--- config.mk ---
export PLATFORM = sky130hd
export DESIGN_NAME = mflge_ctrl
export DESIGN_NICKNAME = d
export VERILOG_FILES = /design/src/rtl/mflge_pkg.sv /design/src/rtl/mflge_ctrl.sv
export VERILOG_INCLUDE_DIRS = /design/src /design/src/rtl
export SDC_FILE = /design/constraint.sdc
export NUM_CORES = 1
export LEC_CHECK = 0
export BUFFER_PORTS_ARGS = -buffer_cell sky130_fd_sc_hd__buf_2
export CAP_MARGIN = 5
export CORE_UTILIZATION = 55
export CTS_CLUSTER_SIZE = 24
export DETAILED_ROUTE_END_ITERATION = 10
export HOLD_SLACK_MARGIN = 0.06
export PLACE_DENSITY_LB_ADDON = 0.1
export SLEW_MARGIN = 20
export SYNTH_ARGS = -nofsm -noshare
export SYNTH_HDL_FRONTEND = slang
export SYNTH_SLANG_ARGS = --single-unit
export TNS_END_PERCENT = 10
--- constraint.sdc ---
create_clock -name clk -period 2.82 [get_ports clk]
set_clock_uncertainty 0.2 [all_clocks]
set_input_delay 0.423 -clock clk [delete_from_list [all_inputs] [get_ports clk]]
set_output_delay 0.423 -clock clk [all_outputs]
set_load 0.02 [all_outputs]
--- src/rtl/assert_macros.svh ---
// Assertion macros shared by the max-flow engine RTL.
`ifndef ASSERT_MACROS_SVH
`define ASSERT_MACROS_SVH
// Property that holds at every clock edge outside reset.
`define CHK_ALWAYS(label, prop, msg) \
  label: assert property (@(posedge clk) disable iff (!rst_n) (prop)) else $error(msg);
// Same-cycle implication.
`define CHK_IMPLY(label, pre, post, msg) \
  label: assert property (@(posedge clk) disable iff (!rst_n) (pre) |-> (post)) else $error(msg);
// Next-cycle implication.
`define CHK_NEXT(label, pre, post, msg) \
  label: assert property (@(posedge clk) disable iff (!rst_n) (pre) |=> (post)) else $error(msg);
`endif

--- src/rtl/mflge_pkg.sv ---
// Package: payload types, sequencer op codes and controller/datapath links.
package mflge_pkg;

  localparam int DEF_MAX_NODES = 256;
  localparam int DEF_MAX_EDGES = 1024;
  localparam int DEF_CAP_BITS  = 16;
  localparam int FLOW_W        = 26;
  localparam int CFG_IDX_W     = 1;
  localparam int CFG_DATA_W    = 8;

  localparam logic [CFG_IDX_W-1:0] REG_SOURCE = 1'b0;
  localparam logic [CFG_IDX_W-1:0] REG_SINK   = 1'b1;

  typedef struct packed {
    logic [7:0]  edge_from;
    logic [7:0]  edge_to;
    logic [15:0] edge_capacity;
    logic        last_edge;
  } in_item_t;

  typedef struct packed {
    logic [FLOW_W-1:0] total_flow;
    logic              edges_dropped;
  } out_item_t;

  localparam int OP_W = 6;
  localparam logic [OP_W-1:0] OP_CLEAR    = 6'd0;
  localparam logic [OP_W-1:0] OP_IDLE     = 6'd1;
  localparam logic [OP_W-1:0] OP_LINK1    = 6'd2;
  localparam logic [OP_W-1:0] OP_LINK2    = 6'd3;
  localparam logic [OP_W-1:0] OP_BFS_INIT = 6'd4;
  localparam logic [OP_W-1:0] OP_BFS_POP  = 6'd5;
  localparam logic [OP_W-1:0] OP_BFS_X    = 6'd6;
  localparam logic [OP_W-1:0] OP_BFS_XL   = 6'd7;
  localparam logic [OP_W-1:0] OP_BFS_ARC  = 6'd8;
  localparam logic [OP_W-1:0] OP_BFS_AR   = 6'd9;
  localparam logic [OP_W-1:0] OP_BFS_CHK  = 6'd10;
  localparam logic [OP_W-1:0] OP_BFS_END  = 6'd11;
  localparam logic [OP_W-1:0] OP_BFS_T    = 6'd12;
  localparam logic [OP_W-1:0] OP_COPY_RD  = 6'd13;
  localparam logic [OP_W-1:0] OP_COPY_WR  = 6'd14;
  localparam logic [OP_W-1:0] OP_DFS_U    = 6'd15;
  localparam logic [OP_W-1:0] OP_DFS_UL   = 6'd16;
  localparam logic [OP_W-1:0] OP_DFS_ARC  = 6'd17;
  localparam logic [OP_W-1:0] OP_DFS_AR   = 6'd18;
  localparam logic [OP_W-1:0] OP_DFS_CHK  = 6'd19;
  localparam logic [OP_W-1:0] OP_DFS_STOP = 6'd20;
  localparam logic [OP_W-1:0] OP_DFS_POP  = 6'd21;
  localparam logic [OP_W-1:0] OP_DFS_POP2 = 6'd22;
  localparam logic [OP_W-1:0] OP_AUG_INIT = 6'd23;
  localparam logic [OP_W-1:0] OP_AUG_MA   = 6'd24;
  localparam logic [OP_W-1:0] OP_AUG_MR   = 6'd25;
  localparam logic [OP_W-1:0] OP_AUG_U0   = 6'd26;
  localparam logic [OP_W-1:0] OP_AUG_UA   = 6'd27;
  localparam logic [OP_W-1:0] OP_AUG_UF   = 6'd28;
  localparam logic [OP_W-1:0] OP_AUG_UB   = 6'd29;
  localparam logic [OP_W-1:0] OP_AUG_END  = 6'd30;
  localparam logic [OP_W-1:0] OP_AUG_T1   = 6'd31;
  localparam logic [OP_W-1:0] OP_AUG_T2   = 6'd32;
  localparam logic [OP_W-1:0] OP_DONE     = 6'd33;

  typedef struct packed {
    logic [OP_W-1:0] op;
    logic            take;
  } cmd_t;

  typedef struct packed {
    logic in_ok;
    logic arc_full;
    logic in_last;
    logic item_last;
    logic ends_bad;
    logic arc_none;
    logic q_empty;
    logic t_reached;
    logic sweep_last;
    logic at_sink;
    logic dfs_ok;
    logic depth_zero;
    logic aug_last;
    logic out_busy;
  } status_t;

endpackage

--- src/rtl/mflge_ctrl.sv ---
// Sequencer for edge loading, level labeling, blocking flow and store clearing.
`include "assert_macros.svh"
module mflge_ctrl
  import mflge_pkg::*;
(
  input  logic    clk,
  input  logic    rst_n,
  input  logic    in_valid,
  input  status_t st,
  output logic    in_stall,
  output cmd_t    cmd
);

  logic [OP_W-1:0] state_r, state_nxt;

  always_ff @(posedge clk) begin
    if (!rst_n) begin
      state_r <= OP_CLEAR;
    end else begin
      state_r <= state_nxt;
    end
  end

  always_comb begin
    state_nxt = state_r;
    unique case (state_r)
      OP_CLEAR:    state_nxt = st.sweep_last ? OP_IDLE : OP_CLEAR;
      OP_IDLE: begin
        if (in_valid) begin
          if (st.in_ok && !st.arc_full) begin
            state_nxt = OP_LINK1;
          end else if (st.in_last) begin
            state_nxt = OP_BFS_INIT;
          end
        end
      end
      OP_LINK1:    state_nxt = OP_LINK2;
      OP_LINK2:    state_nxt = st.item_last ? OP_BFS_INIT : OP_IDLE;
      OP_BFS_INIT: state_nxt = st.ends_bad ? OP_DONE : OP_BFS_POP;
      OP_BFS_POP:  state_nxt = st.q_empty ? OP_BFS_END : OP_BFS_X;
      OP_BFS_X:    state_nxt = OP_BFS_XL;
      OP_BFS_XL:   state_nxt = OP_BFS_ARC;
      OP_BFS_ARC:  state_nxt = st.arc_none ? OP_BFS_POP : OP_BFS_AR;
      OP_BFS_AR:   state_nxt = OP_BFS_CHK;
      OP_BFS_CHK:  state_nxt = OP_BFS_ARC;
      OP_BFS_END:  state_nxt = OP_BFS_T;
      OP_BFS_T:    state_nxt = st.t_reached ? OP_COPY_RD : OP_DONE;
      OP_COPY_RD:  state_nxt = OP_COPY_WR;
      OP_COPY_WR:  state_nxt = st.sweep_last ? OP_DFS_U : OP_COPY_RD;
      OP_DFS_U:    state_nxt = st.at_sink ? OP_AUG_INIT : OP_DFS_UL;
      OP_DFS_UL:   state_nxt = OP_DFS_ARC;
      OP_DFS_ARC:  state_nxt = st.arc_none ? OP_DFS_STOP : OP_DFS_AR;
      OP_DFS_AR:   state_nxt = OP_DFS_CHK;
      OP_DFS_CHK:  state_nxt = st.dfs_ok ? OP_DFS_U : OP_DFS_ARC;
      OP_DFS_STOP: state_nxt = st.depth_zero ? OP_BFS_INIT : OP_DFS_POP;
      OP_DFS_POP:  state_nxt = OP_DFS_POP2;
      OP_DFS_POP2: state_nxt = OP_DFS_U;
      OP_AUG_INIT: state_nxt = OP_AUG_MA;
      OP_AUG_MA:   state_nxt = OP_AUG_MR;
      OP_AUG_MR:   state_nxt = st.aug_last ? OP_AUG_U0 : OP_AUG_MA;
      OP_AUG_U0:   state_nxt = OP_AUG_UA;
      OP_AUG_UA:   state_nxt = OP_AUG_UF;
      OP_AUG_UF:   state_nxt = OP_AUG_UB;
      OP_AUG_UB:   state_nxt = st.aug_last ? OP_AUG_END : OP_AUG_U0;
      OP_AUG_END:  state_nxt = OP_AUG_T1;
      OP_AUG_T1:   state_nxt = OP_AUG_T2;
      OP_AUG_T2:   state_nxt = OP_DFS_U;
      OP_DONE:     state_nxt = st.out_busy ? OP_DONE : OP_CLEAR;
      default:     state_nxt = OP_CLEAR;
    endcase
  end

  assign in_stall = (state_r != OP_IDLE);
  assign cmd.op   = state_r;
  assign cmd.take = (state_r == OP_IDLE) && in_valid;

  `CHK_IMPLY(a_aug_needs_path, state_r == OP_AUG_INIT, !st.depth_zero, "augment with empty path")
  `CHK_NEXT(a_take_next, cmd.take, state_r == OP_IDLE || state_r == OP_LINK1 || state_r == OP_BFS_INIT, "bad state after transaction")

endmodule

==> results.toml, run 1 <==
[global_routing]
first_global_vias = 949
track_usage_pct = 28.9
grt_max_degree = 27
grt-ovfl-total = 0
antenna_found_initial = 0
grt_pass1_wl_microns = 4020

[yosys]
netlist_top_cells_count = "8 x buf_2, 8 x nand2_1, 8 x nand2b_1, 8 x nor2_1"
synth_edf_count = 0
yosysSeqAreaShare_pct = 13.7
yosys.area.top_type = "dfxtp_1"
synthCells = 122
syn_area_sq_um = 876
syn_nets = 139
ys_warn_count = 0
synthFlopType = "dfxtp_1"
synth_area_leaders = "dfxtp_1 14%, nand2b_1 5.7%, buf_2 4.6%"
netlist-cell-type-count = 46
async_flop_share_pct = 0
synth_top_area_share_pct = 13.7
ys_ff_latch = 6
syn_area_per_cell_sq_um = 7.18

[finish]
nets = 158
biggestRegsByFlops = "state_r (6)"
n_fill_cell = 138
drive_gt1_share_pct = 25.9
diodes = 0
regMostFlops = "state_r"
largest_register_ff_count = 6
final_util_pct = 66.3
area_growth_pct = 12.7
final_area_sq_um = 987

[timing]
hold_viol_final = 0
finalSetupTns_ns = 0
worst_pin_slew_ns = 0.778
finalSetupViolations = 0
period_share_pct = 87.0
drv_slew = 0
period_minus_slack_ns = 2.45
maxClockFrequency_mhz = 408
rsz0062_at_grt = "no"
maxSlewHeadroom_pct = 48.1

[floorplan]
die_area_sq_um = 1760
floorplan.die.height_microns = 41.9
pin_count = 25
row_count = 14
coreArea_sq_um = 1490
start_util_pct = 58.8
die_w_microns = 41.9

[detailed_routing]
vias = 1041
drc = 0
routed_wl_microns = 2470
viasPerCell = 6.72
postRouteAntennaNets = 0
first_iter_violations = 53
firstDrtPassIters = 4
wire_per_inst_microns = 16.0

[placement]
io_buffers = 24
place_area_sq_um = 965
post-dp-hpwl_microns = 1830
gpl.final_weighted_congestion = 0.962

[setup_path]
cp.arrival_ns = 1.83
r2r_end = "state_r[2]$_SDFFE_PN0P_"
r2r_start = "state_r[4]$_SDFFE_PN0P_"
cp.required_ns = 2.20
cp_max_fo = 16
worstRegToRegCells = 5
endpoint_kind = "primary output"
criticalPathCategory = "reg -> out"
r2r_slack_ns = 0.52
start_kind = "flop"

[cts]
cts_resized = 0
path_clk_slew_ns = 0.05
clkSinkCount = 6
post_cts_buffers = 0
clockRootBuffer = "clkbuf_4"
cts_tree = "built"
cts-buffers-inserted = 3
clockBufferDepth = 2
clock_latency_ns = 0.24
htreeDepth = 1
cts_hold_buf = 0

[power_and_ir_drop]
power_density_nw_per_um2 = 709
power_frac_clock_pct = 10.8
p_sw_w = 0.000350
power_frac_seq_pct = 25.8
power_w = 0.000700
intPower_w = 0.000350
p_comb_share_pct = 63.4
p_leak_nw = 0.377
vdd_drop_max_v = 0.000526
swShare_pct = 50.0

[worst_hold_path]
whs_endpoint = "state_r[0]$_SDFFE_PN0P_"
worstHoldStart = "rst_n"
hp-class = "in -> reg"
holdPathStages = 2

[job]
max_cap_viol_count = 0

[outcome]
status = "finished, final reports clean"
placed cells by master, fill, tap and decap left out, types with 3 or more instances in the layout:
cell and n:
buf_4 3, nor2_1 8, nand3_1 3, o21ai_0 4, nor3b_1 4, nand3b_1 5, buf_2 24, nand2_1 8
dfxtp_1 6, clkbuf_4 3, nand4_1 4, a21oi_1 6, nor2b_1 5, nand2b_1 8, nor3_1 4
per-stage QoR:
step / hold WS, ns / worst slack, ns / std cells
finish: 0.259 / 0.367 / 155
global route: 0.263 / 0.294 / 155
CTS: 0.252 / 0.418 / 155
detailed placement: 0.474 / 0.584 / 152
global placement: 0.459 / 0.644 / 152
floorplan: 0.340 / 0.953 / 122
critical path: stages, from the launching register on:
cell and delay (ns):
dfxtp_1 0.65, nor4b_2 0.53, and3_1 0.23, buf_2 0.17
layer usage:
metal  up-vias  global-route usage, %  part of all wire (%)
li1        504                      -                     -
met1       492                   39.8                    44
met2        41                   48.4                    49
met3         4                   1.30                   5.9
met4         0                   8.39                   1.0
met5         -                      0                     0
cell type report:
cell class | instances | area (sq um) | share of cell area, %
Timing Repair Buffer | 27 | 143 | 14.4
Inverter | 2 | 7.51 | 0.760
Sequential cell | 6 | 120 | 12.2
Multi-Input combinational cell | 101 | 674 | 68.3
Tap cell | 16 | 20.0 | 2.03
Clock buffer | 3 | 22.5 | 2.28
power groups by stage:
stage	clock, W	sequential (W)	combinational, W
floorplan	0	0.000146	0.000367
global placement	0	0.000179	0.000428
detailed placement	0	0.000179	0.000437
CTS	0.0000779	0.000178	0.000439
global route	0.0000808	0.000185	0.000481
finish	0.0000755	0.000181	0.000444
logic make-up after synthesis:
| kind of cell | Yosys count | synth area share [%] |
|---|---|---|
| compound gates | 34 | 28.7 |
| simple gates | 62 | 42.7 |
| mux | 3 | 3.57 |
| flops | 6 | 13.7 |
| buf+inv | 15 | 9.29 |
| xor+xnor | 2 | 2.00 |
how the worst max path moves through the flow:
stage	from	to	slack (ns)	cells past startpoint
2_1_floorplan	state_r[3]$_SDFFE_PN0P_	state_r[5]$_SDFFE_PN0P_	0.95	5
3_3_place_gp	state_r[0]$_SDFFE_PN0P_	cmd[0]	0.64	3
3_5_place_dp	state_r[1]$_SDFFE_PN0P_	state_r[2]$_SDFFE_PN0P_	0.58	6
4_1_cts	state_r[0]$_SDFFE_PN0P_	cmd[0]	0.42	3
5_1_grt	state_r[0]$_SDFFE_PN0P_	cmd[0]	0.29	3
6_report	state_r[0]$_SDFFE_PN0P_	cmd[0]	0.37	3
Note: power is estimated with default switching activity, not from simulation.
==> run 2, diff against run 1 <==
Settings changed: CORE_ASPECT_RATIO from default to 1.1.
==> results.toml, run 2 (synthesis results as in run 1) <==
[outcome]
status = "finished, final reports clean"

[detailed_routing]
drc = 0
postRouteAntennaNets = 0
routed_wl_microns = 2330
wire_per_inst_microns = 15.1
firstDrtPassIters = 4
vias = 1020
viasPerCell = 6.58
first_iter_violations = 46

[cts]
path_clk_slew_ns = 0.04
post_cts_buffers = 0
clockRootBuffer = "clkbuf_4"
cts-buffers-inserted = 3
htreeDepth = 1
clkSinkCount = 6
cts_hold_buf = 0
cts_resized = 0
cts_tree = "built"
clockBufferDepth = 2
clock_latency_ns = 0.24

[finish]
diodes = 0
final_util_pct = 69.6
n_fill_cell = 137
area_growth_pct = 12.7
largest_register_ff_count = 6
drive_gt1_share_pct = 25.9
biggestRegsByFlops = "state_r (6)"
final_cell_mix = "24 x buf_2, 8 x nor2_1, 8 x nand2_1, 8 x nand2b_1"
final_common_cell = "buf_2"
final_area_sq_um = 987
regMostFlops = "state_r"
nets = 158

[timing]
period_minus_slack_ns = 2.31
maxClockFrequency_mhz = 434
hold_viol_final = 0
rsz0062_at_grt = "no"
finalSetupViolations = 0
period_share_pct = 81.8
worst_pin_slew_ns = 0.858
drv_slew = 0
whs_ns = 0.256
finalSetupTns_ns = 0
maxSlewHeadroom_pct = 42.7

[power_and_ir_drop]
power_density_nw_per_um2 = 697
p_leak_nw = 0.378
power_w = 0.000688
vdd_drop_max_v = 0.000484

[global_routing]
antenna_found_initial = 0
grt-ovfl-total = 0
grt_pass1_wl_microns = 3820
first_global_vias = 820
track_usage_pct = 31.4
grt_max_degree = 30

[job]
max_cap_viol_count = 0

[floorplan]
die_w_microns = 40.1
start_util_pct = 61.7
pin_count = 25
coreArea_sq_um = 1420
floorplan.die.height_microns = 43.9
row_count = 14
die_area_sq_um = 1760

[setup_path]
slowest_delay_ns = 0.87
cp.required_ns = 2.20
start_kind = "flop"
cp.arrival_ns = 1.68
worstRegToRegCells = 4
endpoint_kind = "primary output"
cp_slowest_cell = "dfxtp_1"
crit_chain = "nor2_1 > and3_1 > buf_2"
cp_max_fo = 29
criticalPathCategory = "reg -> out"

[placement]
gpl.final_weighted_congestion = 0.928
place_area_sq_um = 965
io_buffers = 24
post-dp-hpwl_microns = 1660

[worst_hold_path]
holdPathStages = 2
hp-class = "in -> reg"
==> run 2: through the flow <==
stage,setup WS (ns),cells
6_report,0.514,155
3_5_place_dp,0.581,152
2_1_floorplan,0.953,122
5_1_grt,0.367,155
3_3_place_gp,0.632,152
4_1_cts,0.512,155
==> run 2: worst max-delay path: cells and delay by family, from the launching register on <==
kind                   cells  cell delay (ns)
flip-flops                 1             0.87
AND/OR/NAND/NOR            2             0.41
buffers and inverters      1             0.15
==> run 2: routing by layer <==
layer | GRT usage (%) | part of all wire, % | wire length [microns] | vias to the layer above
li1 | - | - | - | 505
met3 | 3.59 | 7.7 | 180 | 0
met5 | 0 | 0 | 0 | -
met4 | 13.8 | 0 | 0 | 0
met2 | 41.3 | 44 | 1030 | 55
met1 | 49.7 | 48 | 1130 | 460
==> run 2: layout make-up <==
cell class | count | area, sq um | area share (%)
multi-input combinational | 101 | 674 | 68.3
timing repair buffer | 27 | 143 | 14.4
sequential | 6 | 120 | 12.2
inverter | 2 | 7.51 | 0.760
clock buffer | 3 | 22.5 | 2.28
tap | 16 | 20.0 | 2.03
==> run 2: path summary, 6_finish.rpt <==
| kind | startpoint | endpoint | slack, ns |
|---|---|---|---|
| worst min register to register | state_r[0]$_SDFFE_PN0P_ | state_r[4]$_SDFFE_PN0P_ | 0.67 |
| worst max-delay path | state_r[2]$_SDFFE_PN0P_ | cmd[0] | 0.51 |
| worst max register to register | state_r[2]$_SDFFE_PN0P_ | state_r[0]$_SDFFE_PN0P_ | 0.54 |
| worst min-delay path | rst_n | state_r[1]$_SDFFE_PN0P_ | 0.26 |
==> run 2: power by group <==
part / switching, W / total, W / internal, W / leakage (nW)
Combinational: 0.000222 / 0.000412 / 0.000191 / 0.315
Clock: 0.0000277 / 0.0000756 / 0.0000479 / 0.0138
Sequential: 0.0000962 / 0.000200 / 0.000104 / 0.0489
==> run 3, diff against run 2 <==
Settings changed: ABC_AREA from default to 1, CORE_UTILIZATION 55 to 46.
Clock period 2.82 ns to 2.1 ns, I/O delays scaled along.
==> results.toml, run 3 <==
[outcome]
status = "finished with violations"
violations = "design-rule violations"

[setup_path]
start_kind = "flop"
r2r_end = "state_r[2]$_SDFFE_PN0P_"
worstRegToRegCells = 9
setup.worst_path.start = "state_r[1]$_SDFFE_PN0P_"
cp.required_ns = 1.58
endpoint_kind = "primary output"
crit_cells = 6
r2r_slack_ns = 0.33
criticalPathCategory = "reg -> out"
crit_family = "simple AND/OR/NAND/NOR gates"
slowest_delay_ns = 0.34
cp_max_fo = 5
cp.arrival_ns = 1.47
cp_slowest_cell = "dfxtp_1"
crit_chain = "inv_1 > nand2_1 > nor2_2 > nand2_1 > nor2_1 > buf_2"
cp_common_cell = "nand2_1"
r2r_start = "state_r[0]$_SDFFE_PN0P_"
path_buf_inv = 2
critPathCapture = "cmd[0]"

[timing]
period_share_pct = 94.5
finalSetupTns_ns = 0
maxClockFrequency_mhz = 504
rsz0062_at_grt = "no"
finalSetupViolations = 0
maxSlewHeadroom_pct = 71.5
drv_slew = 0
period_minus_slack_ns = 1.99
whs_ns = 0.0707
hold_viol_final = 0
worst_pin_slew_ns = 0.427

[placement]
io_buffers = 24
gpl.final_weighted_congestion = 0.967
post-dp-hpwl_microns = 2180
place_inst = 226
place_area_sq_um = 1040

[power_and_ir_drop]
p_leak_nw = 0.662
vdd_drop_max_v = 0.000761
power_density_nw_per_um2 = 771

[cts]
clockRootBuffer = "clkbuf_4"
post_cts_buffers = 0
cts_hold_buf = 0
path_clk_slew_ns = 0.04
cts-buffers-inserted = 3
cts_tree = "built"
cts_resized = 0
clock_latency_ns = 0.24
clockBufferDepth = 2
htreeDepth = 1
clkSinkCount = 6

[yosys]
syn_area_sq_um = 887
syn_nets = 200
async_flop_share_pct = 0
ys_warn_count = 0
syn_area_per_cell_sq_um = 4.85
ys_ff_latch = 6
synth_area_leaders = "nand2_1 22%, nand3_1 18%, nor2_1 17%"
yosysSeqAreaShare_pct = 13.5
synthCells = 183
synth_top_area_share_pct = 21.6
synthFlopType = "dfxtp_1"
synth_edf_count = 0
synthMostInstantiatedCell = "nand2_1"
netlist-cell-type-count = 17
netlist_top_cells_count = "51 x nand2_1, 41 x nor2_1, 32 x nand3_1, 27 x inv_1"
yosys.area.top_type = "nand2_1"

[detailed_routing]
routed_wl_microns = 2760
firstDrtPassIters = 7
wire_per_inst_microns = 12.0
vias = 1291
postRouteAntennaNets = 0
viasPerCell = 5.64
drc = 1
first_iter_violations = 67

[floorplan]
die_w_microns = 43.9
die_area_sq_um = 2110
floorplan.die.height_microns = 48.1
start_util_pct = 49.2
coreArea_sq_um = 1800
pin_count = 25
row_count = 16

[global_routing]
grt-ovfl-total = 0
grt_util_met1_pct = 33.9
track_usage_pct = 28.4
use_met3_pct = 7.92
busiest_layer = "met2"
first_global_vias = 1093
antenna_found_initial = 0
grt_max_degree = 14
grt_pass1_wl_microns = 4400
use_met2_pct = 49.3

[finish]
final_common_cell = "nand2_1"
final_util_pct = 59.4
diodes = 0
biggestRegsByFlops = "state_r (6)"
drive_gt1_share_pct = 17.5
nets = 230
final_area_sq_um = 1070
regMostFlops = "state_r"
largest_register_ff_count = 6
instances_no_fill = 229
area_growth_pct = 20.6
final_cell_mix = "51 x nand2_1, 40 x nor2_1, 32 x nand3_1"

[job]
max_cap_viol_count = 0

[worst_hold_path]
hp-class = "in -> reg"
run 3: changes by cell type after synthesis, sizes merged, moves of 8 or more:
cell,previous run,this run
nand2,8,51
nor2,8,46
nand3,3,32
inv,2,28
buf,12,2
nand2b,8,0
run 3: report_power, final:
| part | internal [W] | switching, W | total, W |
|---|---|---|---|
| clock | 0.0000645 | 0.0000390 | 0.000103 |
| sequential | 0.000139 | 0.0000396 | 0.000179 |
| combinational | 0.000167 | 0.000375 | 0.000542 |
| total | 0.000371 | 0.000453 | 0.000824 |
run 3: worst reg2reg max path, stage by stage, from the launching register on:
cell,delay [ns]
dfxtp_1,0.37
nor2_2,0.39
nand3_1,0.18
nor2_1,0.15
nor2_1,0.08
nand2_1,0.07
nor2_1,0.05
nand2_1,0.07
nand2_1,0.05
nor2_1,0.08
run 3: kinds of logic after synthesis:
group	count (synthesis)	synth area share (%)
simple gates	138	67.0
buf+inv	30	13.3
compound gates	9	6.21
flops	6	13.5
run 3: layout make-up:
| type | count | area (sq um) |
|---|---|---|
| multi-input cells | 147 | 657 |
| flip-flops and latches | 6 | 120 |
| repair buffers | 27 | 143 |
| inverters | 28 | 105 |
| clock buffers | 3 | 22.5 |
| well taps | 18 | 22.5 |
| fillers | 195 | 732 |
run 3: worst min path at each step:
| stage | start | slack, ns | end | cells after the start |
|---|---|---|---|---|
| 5_1_grt | rst_n | 0.07 | state_r[0]$_SDFFE_PN0P_ | 3 |
| 3_5_place_dp | rst_n | 0.32 | state_r[0]$_SDFFE_PN0P_ | 3 |
| 6_report | rst_n | 0.07 | state_r[0]$_SDFFE_PN0P_ | 3 |
| 4_1_cts | rst_n | 0.07 | state_r[0]$_SDFFE_PN0P_ | 3 |
| 2_1_floorplan | rst_n | 0.21 | state_r[0]$_SDFFE_PN0P_ | 2 |
| 3_3_place_gp | rst_n | 0.31 | state_r[0]$_SDFFE_PN0P_ | 3 |
run 3: metrics by stage:
stage | setup WS [ns] | power (W)
global placement | 0.280 | 0.000705
finish | 0.115 | 0.000824
CTS | 0.0415 | 0.000813
detailed placement | 0.309 | 0.000707
floorplan | 0.214 | 0.000540
global route | 0.0174 | 0.000899
run 3: layer usage:
| layer | routed length [microns] | part of all wire, % | vias up |
|---|---|---|---|
| li1 | - | - | 644 |
| met1 | 1090 | 39 | 560 |
| met2 | 1350 | 49 | 81 |
| met3 | 273 | 9.9 | 6 |
| met4 | 49 | 1.8 | 0 |
| met5 | 0 | 0 | - |
